[src/rtl/jsu_pkg.sv]
// jsu_pkg: shared types, character codes and the hex digit decoder
// for the json string unescaper.
// No dependencies.
package jsu_pkg;

    localparam logic [7:0] CHAR_QUOTE     = 8'h22;
    localparam logic [7:0] CHAR_BACKSLASH = 8'h5C;
    localparam logic [7:0] CHAR_B         = 8'h62;
    localparam logic [7:0] CHAR_F         = 8'h66;
    localparam logic [7:0] CHAR_R         = 8'h72;
    localparam logic [7:0] CHAR_N         = 8'h6E;
    localparam logic [7:0] CHAR_T         = 8'h74;
    localparam logic [7:0] CHAR_U         = 8'h75;

    localparam logic [7:0] CTRL_BS = 8'h08;
    localparam logic [7:0] CTRL_FF = 8'h0C;
    localparam logic [7:0] CTRL_CR = 8'h0D;
    localparam logic [7:0] CTRL_LF = 8'h0A;
    localparam logic [7:0] CTRL_HT = 8'h09;

    // depth of the result buffer, also the most results one input beat can cause
    localparam int unsigned RES_DEPTH = 2;

    typedef struct packed {
        logic [7:0] data;
        logic       has_byte;
        logic       last;
        logic       bad_framing;
    } result_t;

    // results of one decoded beat, in emission order
    typedef struct packed {
        logic [1:0] count;
        result_t    res0;
        result_t    res1;
    } decode_t;

    typedef struct packed {
        logic       ok;
        logic [3:0] value;
    } hex_t;

    function automatic hex_t hex_value(input logic [7:0] c);
        hex_t h;
        h.ok    = 1'b1;
        h.value = 4'd0;
        if (c inside {[8'h30:8'h39]})
        begin
            h.value = 4'(c - 8'h30);
        end
        else if (c inside {[8'h61:8'h66]})
        begin
            h.value = 4'(c - 8'h61 + 8'd10);
        end
        else if (c inside {[8'h41:8'h46]})
        begin
            h.value = 4'(c - 8'h41 + 8'd10);
        end
        else
        begin
            h.ok = 1'b0;
        end
        return h;
    endfunction

    function automatic result_t data_result(input logic [7:0] b);
        result_t r;
        r.data        = b;
        r.has_byte    = 1'b1;
        r.last        = 1'b0;
        r.bad_framing = 1'b0;
        return r;
    endfunction

    function automatic result_t end_result(input logic bad);
        result_t r;
        r.data        = 8'h00;
        r.has_byte    = 1'b0;
        r.last        = 1'b1;
        r.bad_framing = bad;
        return r;
    endfunction

endpackage

[src/rtl/json_string_unescaper.sv]
// json_string_unescaper: top level, input beat register feeding the parser
// and the two-entry result buffer.
// Depends on jsu_pkg, jsu_parser, jsu_result_buf.
//
//   channel   signals                                          direction
//   input     in_valid in_ready in_byte in_last                in
//   output    out_valid out_ready out_byte has_byte            out
//             out_last bad_framing
//
// one input beat per cycle while each beat gives at most one result and
// the output keeps taking results; the first result goes through the
// input beat register and then the result buffer before it is presented.
// a beat giving two results waits until the result buffer is empty, and
// a later beat that gives a result waits while both results are held.
// reset clears the parse state and empties both the input register and the
// result buffer. output stalls back up through the two-entry buffer.
module json_string_unescaper
(
    input  logic       clk,
    input  logic       rst_n,
    input  logic       in_valid,
    output logic       in_ready,
    input  logic [7:0] in_byte,
    input  logic       in_last,
    output logic       out_valid,
    input  logic       out_ready,
    output logic [7:0] out_byte,
    output logic       has_byte,
    output logic       out_last,
    output logic       bad_framing
);

    logic             beat_valid_reg;
    logic [7:0]       beat_byte_reg;
    logic             beat_last_reg;
    logic             room;
    logic             fire;
    jsu_pkg::decode_t dec;
    jsu_pkg::result_t head;

    assign fire     = beat_valid_reg && room;
    assign in_ready = !beat_valid_reg || fire;

    always_ff @(posedge clk or negedge rst_n)
    begin
        if (!rst_n)
        begin
            beat_valid_reg <= 1'b0;
        end
        else if (in_ready)
        begin
            beat_valid_reg <= in_valid;
        end
    end

    always_ff @(posedge clk)
    begin
        if (in_ready && in_valid)
        begin
            beat_byte_reg <= in_byte;
            beat_last_reg <= in_last;
        end
    end

    jsu_parser u_parser
    (
        .clk     (clk),
        .rst_n   (rst_n),
        .step    (fire),
        .in_byte (beat_byte_reg),
        .in_last (beat_last_reg),
        .dec     (dec)
    );

    jsu_result_buf u_result_buf
    (
        .clk   (clk),
        .rst_n (rst_n),
        .push  (fire),
        .dec   (dec),
        .room  (room),
        .valid (out_valid),
        .ready (out_ready),
        .head  (head)
    );

    assign out_byte    = head.data;
    assign has_byte    = head.has_byte;
    assign out_last    = head.last;
    assign bad_framing = head.bad_framing;

endmodule

[src/rtl/jsu_parser.sv]
// jsu_parser: parse state and the per-beat decode of one string byte
// into zero, one or two results.
// Depends on jsu_pkg.
module jsu_parser
(
    input  logic                 clk,
    input  logic                 rst_n,
    input  logic                 step,
    input  logic [7:0]           in_byte,
    input  logic                 in_last,
    output jsu_pkg::decode_t     dec
);

    typedef enum logic [2:0]
    {
        MODE_WAIT    = 3'd0,
        MODE_BODY    = 3'd1,
        MODE_ESCAPE  = 3'd2,
        MODE_HEX     = 3'd3,
        MODE_DISCARD = 3'd4
    } mode_t;

    mode_t      mode_reg, mode_next;
    logic [1:0] pos_reg, pos_next;
    logic [7:0] held_reg, held_next;

    jsu_pkg::hex_t hex_in;
    jsu_pkg::hex_t hex_held;
    logic [7:0]    pair_value;
    logic          in_string;

    assign hex_in     = jsu_pkg::hex_value(in_byte);
    assign hex_held   = jsu_pkg::hex_value(held_reg);
    assign pair_value = {hex_held.value, hex_in.value};
    assign in_string  = mode_reg inside {MODE_BODY, MODE_ESCAPE, MODE_HEX};

    always_comb
    begin
        mode_next  = mode_reg;
        pos_next   = pos_reg;
        held_next  = held_reg;
        dec.count  = 2'd0;
        dec.res0   = jsu_pkg::data_result(in_byte);
        dec.res1   = jsu_pkg::end_result(1'b0);

        if (in_last)
        begin
            if (in_string && in_byte == jsu_pkg::CHAR_QUOTE)
            begin
                // half-read digit pair goes out ahead of the end marker
                if (mode_reg == MODE_HEX && pos_reg[0])
                begin
                    dec.count = 2'd2;
                    dec.res0  = jsu_pkg::data_result(held_reg);
                    dec.res1  = jsu_pkg::end_result(1'b0);
                end
                else
                begin
                    dec.count = 2'd1;
                    dec.res0  = jsu_pkg::end_result(1'b0);
                end
            end
            else
            begin
                dec.count = 2'd1;
                dec.res0  = jsu_pkg::end_result(1'b1);
            end
            mode_next = MODE_WAIT;
            pos_next  = 2'd0;
            held_next = 8'h00;
        end
        else
        begin
            case (mode_reg)
                MODE_WAIT:
                begin
                    mode_next = (in_byte == jsu_pkg::CHAR_QUOTE) ? MODE_BODY : MODE_DISCARD;
                end
                MODE_DISCARD:
                begin
                    mode_next = MODE_DISCARD;
                end
                MODE_BODY:
                begin
                    if (in_byte == jsu_pkg::CHAR_BACKSLASH)
                    begin
                        mode_next = MODE_ESCAPE;
                    end
                    else
                    begin
                        dec.count = 2'd1;
                    end
                end
                MODE_ESCAPE:
                begin
                    mode_next = MODE_BODY;
                    dec.count = 2'd1;
                    case (in_byte)
                        jsu_pkg::CHAR_B: dec.res0 = jsu_pkg::data_result(jsu_pkg::CTRL_BS);
                        jsu_pkg::CHAR_F: dec.res0 = jsu_pkg::data_result(jsu_pkg::CTRL_FF);
                        jsu_pkg::CHAR_R: dec.res0 = jsu_pkg::data_result(jsu_pkg::CTRL_CR);
                        jsu_pkg::CHAR_N: dec.res0 = jsu_pkg::data_result(jsu_pkg::CTRL_LF);
                        jsu_pkg::CHAR_T: dec.res0 = jsu_pkg::data_result(jsu_pkg::CTRL_HT);
                        jsu_pkg::CHAR_U:
                        begin
                            mode_next = MODE_HEX;
                            pos_next  = 2'd0;
                            held_next = 8'h00;
                            dec.count = 2'd0;
                        end
                        default:
                        begin
                            dec.res0 = jsu_pkg::data_result(in_byte);
                        end
                    endcase
                end
                MODE_HEX:
                begin
                    if (hex_in.ok)
                    begin
                        if (!pos_reg[0])
                        begin
                            held_next = in_byte;
                            pos_next  = pos_reg + 2'd1;
                        end
                        else
                        begin
                            held_next = 8'h00;
                            dec.res0  = jsu_pkg::data_result(pair_value);
                            if (pos_reg == 2'd1)
                            begin
                                // high byte of zero is skipped
                                pos_next  = 2'd2;
                                dec.count = (pair_value != 8'h00) ? 2'd1 : 2'd0;
                            end
                            else
                            begin
                                mode_next = MODE_BODY;
                                pos_next  = 2'd0;
                                dec.count = 2'd1;
                            end
                        end
                    end
                    else
                    begin
                        // escape aborted: flush a held digit, then treat as a body byte
                        mode_next = MODE_BODY;
                        pos_next  = 2'd0;
                        held_next = 8'h00;
                        if (in_byte == jsu_pkg::CHAR_BACKSLASH)
                        begin
                            mode_next = MODE_ESCAPE;
                            if (pos_reg[0])
                            begin
                                dec.count = 2'd1;
                                dec.res0  = jsu_pkg::data_result(held_reg);
                            end
                        end
                        else if (pos_reg[0])
                        begin
                            dec.count = 2'd2;
                            dec.res0  = jsu_pkg::data_result(held_reg);
                            dec.res1  = jsu_pkg::data_result(in_byte);
                        end
                        else
                        begin
                            dec.count = 2'd1;
                            dec.res0  = jsu_pkg::data_result(in_byte);
                        end
                    end
                end
                default:
                begin
                    mode_next = MODE_WAIT;
                    pos_next  = 2'd0;
                    held_next = 8'h00;
                end
            endcase
        end
    end

    always_ff @(posedge clk or negedge rst_n)
    begin
        if (!rst_n)
        begin
            mode_reg <= MODE_WAIT;
            pos_reg  <= 2'd0;
            held_reg <= 8'h00;
        end
        else if (step)
        begin
            mode_reg <= mode_next;
            pos_reg  <= pos_next;
            held_reg <= held_next;
        end
    end

endmodule

[src/rtl/jsu_result_buf.sv]
// jsu_result_buf: two-entry result register that takes up to two results
// per beat and presents them one at a time on the output channel.
// Depends on jsu_pkg.
module jsu_result_buf
(
    input  logic                 clk,
    input  logic                 rst_n,
    input  logic                 push,
    input  jsu_pkg::decode_t     dec,
    output logic                 room,
    output logic                 valid,
    input  logic                 ready,
    output jsu_pkg::result_t     head
);

    jsu_pkg::result_t slot0_reg, slot0_next;
    jsu_pkg::result_t slot1_reg, slot1_next;
    logic [1:0]       count_reg, count_next;
    logic [1:0]       kept;
    logic [1:0]       push_count;
    logic             pop;

    assign valid = (count_reg != 2'd0);
    assign head  = slot0_reg;
    assign pop   = valid && ready;

    // room is judged on the current fill only, so ready never reaches the input side
    assign room = (3'(count_reg) + 3'(dec.count)) <= 3'(jsu_pkg::RES_DEPTH);

    assign push_count = push ? dec.count : 2'd0;

    always_comb
    begin
        slot0_next = slot0_reg;
        slot1_next = slot1_reg;
        kept       = count_reg;
        if (pop)
        begin
            slot0_next = slot1_reg;
            kept       = count_reg - 2'd1;
        end
        if (push_count != 2'd0)
        begin
            if (kept == 2'd0)
            begin
                slot0_next = dec.res0;
                slot1_next = dec.res1;
            end
            else
            begin
                slot1_next = dec.res0;
            end
        end
        count_next = kept + push_count;
    end

    always_ff @(posedge clk or negedge rst_n)
    begin
        if (!rst_n)
        begin
            count_reg <= 2'd0;
        end
        else
        begin
            count_reg <= count_next;
        end
    end

    always_ff @(posedge clk)
    begin
        slot0_reg <= slot0_next;
        slot1_reg <= slot1_next;
    end

endmodule

[config.mk]
export PLATFORM = sky130hd
export DESIGN_NAME = json_string_unescaper
export DESIGN_NICKNAME = d
export VERILOG_FILES = /design/src/rtl/jsu_pkg.sv /design/src/rtl/json_string_unescaper.sv /design/src/rtl/jsu_parser.sv /design/src/rtl/jsu_result_buf.sv
export SDC_FILE = /design/constraint.sdc
export NUM_CORES = 1
export LEC_CHECK = 0
export BUFFER_PORTS_ARGS = -buffer_cell sky130_fd_sc_hd__buf_2
export CAP_MARGIN = 25
export CORE_ASPECT_RATIO = 1.4
export CORE_MARGIN = 3
export CORE_UTILIZATION = 55
export CTS_BUF_LIST = sky130_fd_sc_hd__clkbuf_4 sky130_fd_sc_hd__clkbuf_8
export DETAILED_ROUTE_END_ITERATION = 12
export PLACE_DENSITY = 0.74
export SLEW_MARGIN = 20
export SYNTH_ARGS = -nofsm -noshare
export SYNTH_HDL_FRONTEND = slang
export SYNTH_SLANG_ARGS = --single-unit
[constraint.sdc]
create_clock -name clk -period 10.6 [get_ports clk]
set_input_delay 1.06 -clock clk [delete_from_list [all_inputs] [get_ports clk]]
set_output_delay 1.06 -clock clk [all_outputs]
set_load 0.005 [all_outputs]
==> flow_summary.json <==
{
  "syn_nets": 390,
  "layout-drive-gt1-share": 0.156,
  "cts-resized-gates": 0,
  "wl_per_cell_um": 18.1,
  "grt_max_degree": 27,
  "htreeDepth": 2,
  "slew_violations": 0,
  "die-width_um": 71.1,
  "crit_path_cell_trace": "inv_1 > ha_1 > or3b_1 > nand3_2 > o22ai_1 > or4_4 > a211oi_4 > inv_1 > ha_1 > inv_1 > fa_1 > o21ai_0 > nand2_1 > buf_2",
  "synth_cell_types": 72,
  "syn2layout_area_growth_pct": 8.31,
  "crit_top_cell": "inv_1",
  "timing.rr.end": "u_result_buf.count_reg[1]",
  "reg2reg_slack_ns": 5.63,
  "numPortBuffers": 25,
  "initial_core_util": 0.579,
  "die_area_um2": 6910,
  "startpoint": "beat_byte_reg[1]",
  "critPathSlowestCell": "or4_4",
  "cts_setup_buffers": 0,
  "arrival_ns": 4.35,
  "grt_antenna_before_repair": 0,
  "cp_data_required_time_ns": 9.54,
  "clk_pin_slew_ns": 0.09,
  "timing.slew.headroom": 0.460,
  "drt_iter0_drc": 236,
  "power.share.clock": 0.185,
  "globalplace.congestion": 0.995,
  "cp_max_fo": 9,
  "postCtsHoldBufs": 0,
  "synth-edff-count": 20,
  "cap_viol_max_count": 0,
  "yosys_warnings": 0,
  "synth-seq-area-share": 0.374,
  "fill_cells": 493,
  "ys.flop_type": "edfxtp_1",
  "nets": 404,
  "status": "finished clean",
  "critPathCaptureType": "output port",
  "period_share": 0.511,
  "io_pins": 26,
  "setup_viol": 0,
  "intPower_mw": 0.447,
  "drt-total-wl_um": 8110,
  "critPathKind": "register to output port",
  "max_freq_mhz": 185,
  "grt_overflow": 0,
  "cts_tree": "built",
  "cp-endpoint": "in_ready",
  "synth-seq-cells": 47,
  "peakVddDrop_uv": 90.8,
  "cts.sinks": 47,
  "slowest_delay_ns": 0.58,
  "drtAntennaViolNets": 0,
  "utilization": 0.627,
  "syn_area_per_cell_um2": 8.97,
  "rsz0062_at_grt": "no",
  "clk_latency_ns": 0.31,
  "grt_pass1_vias": 2755,
  "design.core.area_um2": 5650,
  "layout_setup_ws_ns": 5.19,
  "dp_hpwl_um": 5930,
  "clk_path_buf_depth": 2,
  "async_flop_share": 0.340,
  "hold_viol": 0,
  "combPwrFrac": 0.406,
  "placed_area_um2": 3410,
  "clock_skew_ns": 0.00484,
  "die_y_um": 97.2,
  "syn-cell-area_um2": 3270,
  "net-switching-power_mw": 0.292,
  "cts-root-buf": "clkbuf_8",
  "p_seq_frac": 0.409,
  "r2r_cells": 18,
  "setup_tns_ns": 0,
  "start_kind": "register",
  "vias_per_cell": 6.56,
  "design_area_um2": 3540,
  "row_count": 32,
  "antennaDiodeCount": 0,
  "p_leak_nw": 1.37,
  "worstMarginPinSlew_ns": 0.804,
  "drcViolationCount": 0,
  "power_density_nw_per_um2": 209,
  "vias": 2934,
  "pre_cts_slack_ns": 5.60,
  "hp-class": "register to register",
  "first_pass_iters": 5,
  "synth_cells": 364,
  "grt_pass1_wl_um": 13500,
  "track_usage": 0.241,
  "period_minus_slack_ns": 5.41,
  "r2r_start": "beat_byte_reg[1]",
  "sw_frac_of_total": 0.395,
  "cts-buffers-inserted": 5
}
-- power groups by stage --
| stage | registers [mW] | clock network [mW] | logic, mW |
|---|---|---|---|
| after floorplan | 0.283 | 0 | 0.226 |
| final | 0.302 | 0.137 | 0.300 |
| after global placement | 0.303 | 0 | 0.287 |
| after detailed placement | 0.304 | 0 | 0.294 |
| after CTS | 0.301 | 0.139 | 0.296 |
| after global routing | 0.309 | 0.147 | 0.337 |
-- worst min-delay path by stage --
| stage | startpoint | end | slack, ns | cells after the start |
|---|---|---|---|---|
| 3_5_place_dp | u_parser.pos_reg[1] | u_parser.pos_reg[1] | 0.47 | 2 |
| 4_1_cts | u_parser.pos_reg[1] | u_parser.pos_reg[1] | 0.49 | 2 |
| 6_report | u_parser.pos_reg[1] | u_parser.pos_reg[1] | 0.49 | 2 |
| 2_1_floorplan | u_parser.pos_reg[1] | u_parser.pos_reg[1] | 0.45 | 2 |
| 5_1_grt | u_parser.pos_reg[1] | u_parser.pos_reg[1] | 0.55 | 2 |
| 3_3_place_gp | u_parser.pos_reg[1] | u_parser.pos_reg[1] | 0.46 | 2 |
-- synthesized netlist by cell type (5+ instances only) --
cell,instances,area share
nand2_1,35,0.040
a21oi_1,24,0.037
inv_1,22,0.025
edfxtp_1,20,0.18
nor2_1,18,0.021
nor2b_1,17,0.033
clkbuf_1,16,0.018
dfrtp_1,16,0.12
o21ai_0,16,0.025
ha_1,12,0.046
dfxtp_1,11,0.067
nand3_1,11,0.017
nor3_1,11,0.017
a22o_1,9,0.024
a211oi_2,8,0.031
nand4_1,6,0.011
o22ai_1,6,0.011
a21o_1,5,0.011
mux2i_1,5,0.015
-- kinds of logic (layout without fill, tap and decap cells) --
group,count (synthesis),count (layout),share of synthesized area
AO/OA/AOI/OAI,117,117,0.268
XOR/XNOR,2,2,0.00536
flip-flops,47,47,0.374
adder cells (fa/ha/maj),13,13,0.0521
buffers and inverters,46,61,0.0567
AND/OR/NAND/NOR,133,133,0.225
multiplexers,6,6,0.0188
-- routing by layer --
metal	global-route usage	vias to the layer above	routed length, um
li1	-	1397	-
met1	0.304	1369	3320
met2	0.394	134	3990
met3	0.0455	34	474
met4	0.110	0	332
met5	0	-	0
-- stage by stage --
| step | instances | hold WS [ns] | total power [mW] |
|---|---|---|---|
| after floorplan | 364 | 0.449 | 0.509 |
| after global placement | 438 | 0.462 | 0.590 |
| after detailed placement | 438 | 0.467 | 0.599 |
| after CTS | 446 | 0.490 | 0.736 |
| after global routing | 447 | 0.551 | 0.792 |
| final | 447 | 0.489 | 0.739 |
-- placed cells by master (no fill, tap or decap), types with 4 or more instances in the layout --
| master | instances |
|---|---|
| nand3_1 | 11 |
| edfxtp_1 | 20 |
| inv_1 | 22 |
| o21ai_1 | 4 |
| nand4_1 | 6 |
| nor3_1 | 11 |
| a211oi_1 | 4 |
| nor2_1 | 18 |
| nand2b_1 | 4 |
| mux2i_1 | 5 |
| a21oi_1 | 24 |
| o21ai_0 | 16 |
| dfxtp_1 | 11 |
| a21o_1 | 5 |
| nor2b_1 | 16 |
| clkbuf_8 | 5 |
| nand3b_1 | 4 |
| a211oi_2 | 8 |
| a22o_1 | 9 |
| ha_1 | 12 |
| buf_4 | 4 |
| dfrtp_1 | 16 |
| o22ai_1 | 6 |
| buf_2 | 25 |
| nand2_1 | 35 |
| and3_1 | 4 |
-- layout make-up --
class | instances | area [um2] | share of cell area
clock buffers | 5 | 68.8 | 0.0194
well taps | 68 | 85.1 | 0.0240
inverters | 23 | 86.3 | 0.0244
multi-input cells | 271 | 1870 | 0.528
flip-flops and latches | 47 | 1220 | 0.345
repair buffers | 30 | 163 | 0.0460
clock inverters | 3 | 46.3 | 0.0131
-- critical path: cells and delay by family (launching register included) --
family / cells / cell delay [ns]
flops: 1 / 0.55
buf+inv: 4 / 0.50
fa+ha+maj: 3 / 0.90
simple gates: 4 / 1.30
compound gates: 3 / 0.79
(Power assumes the default switching activity.)
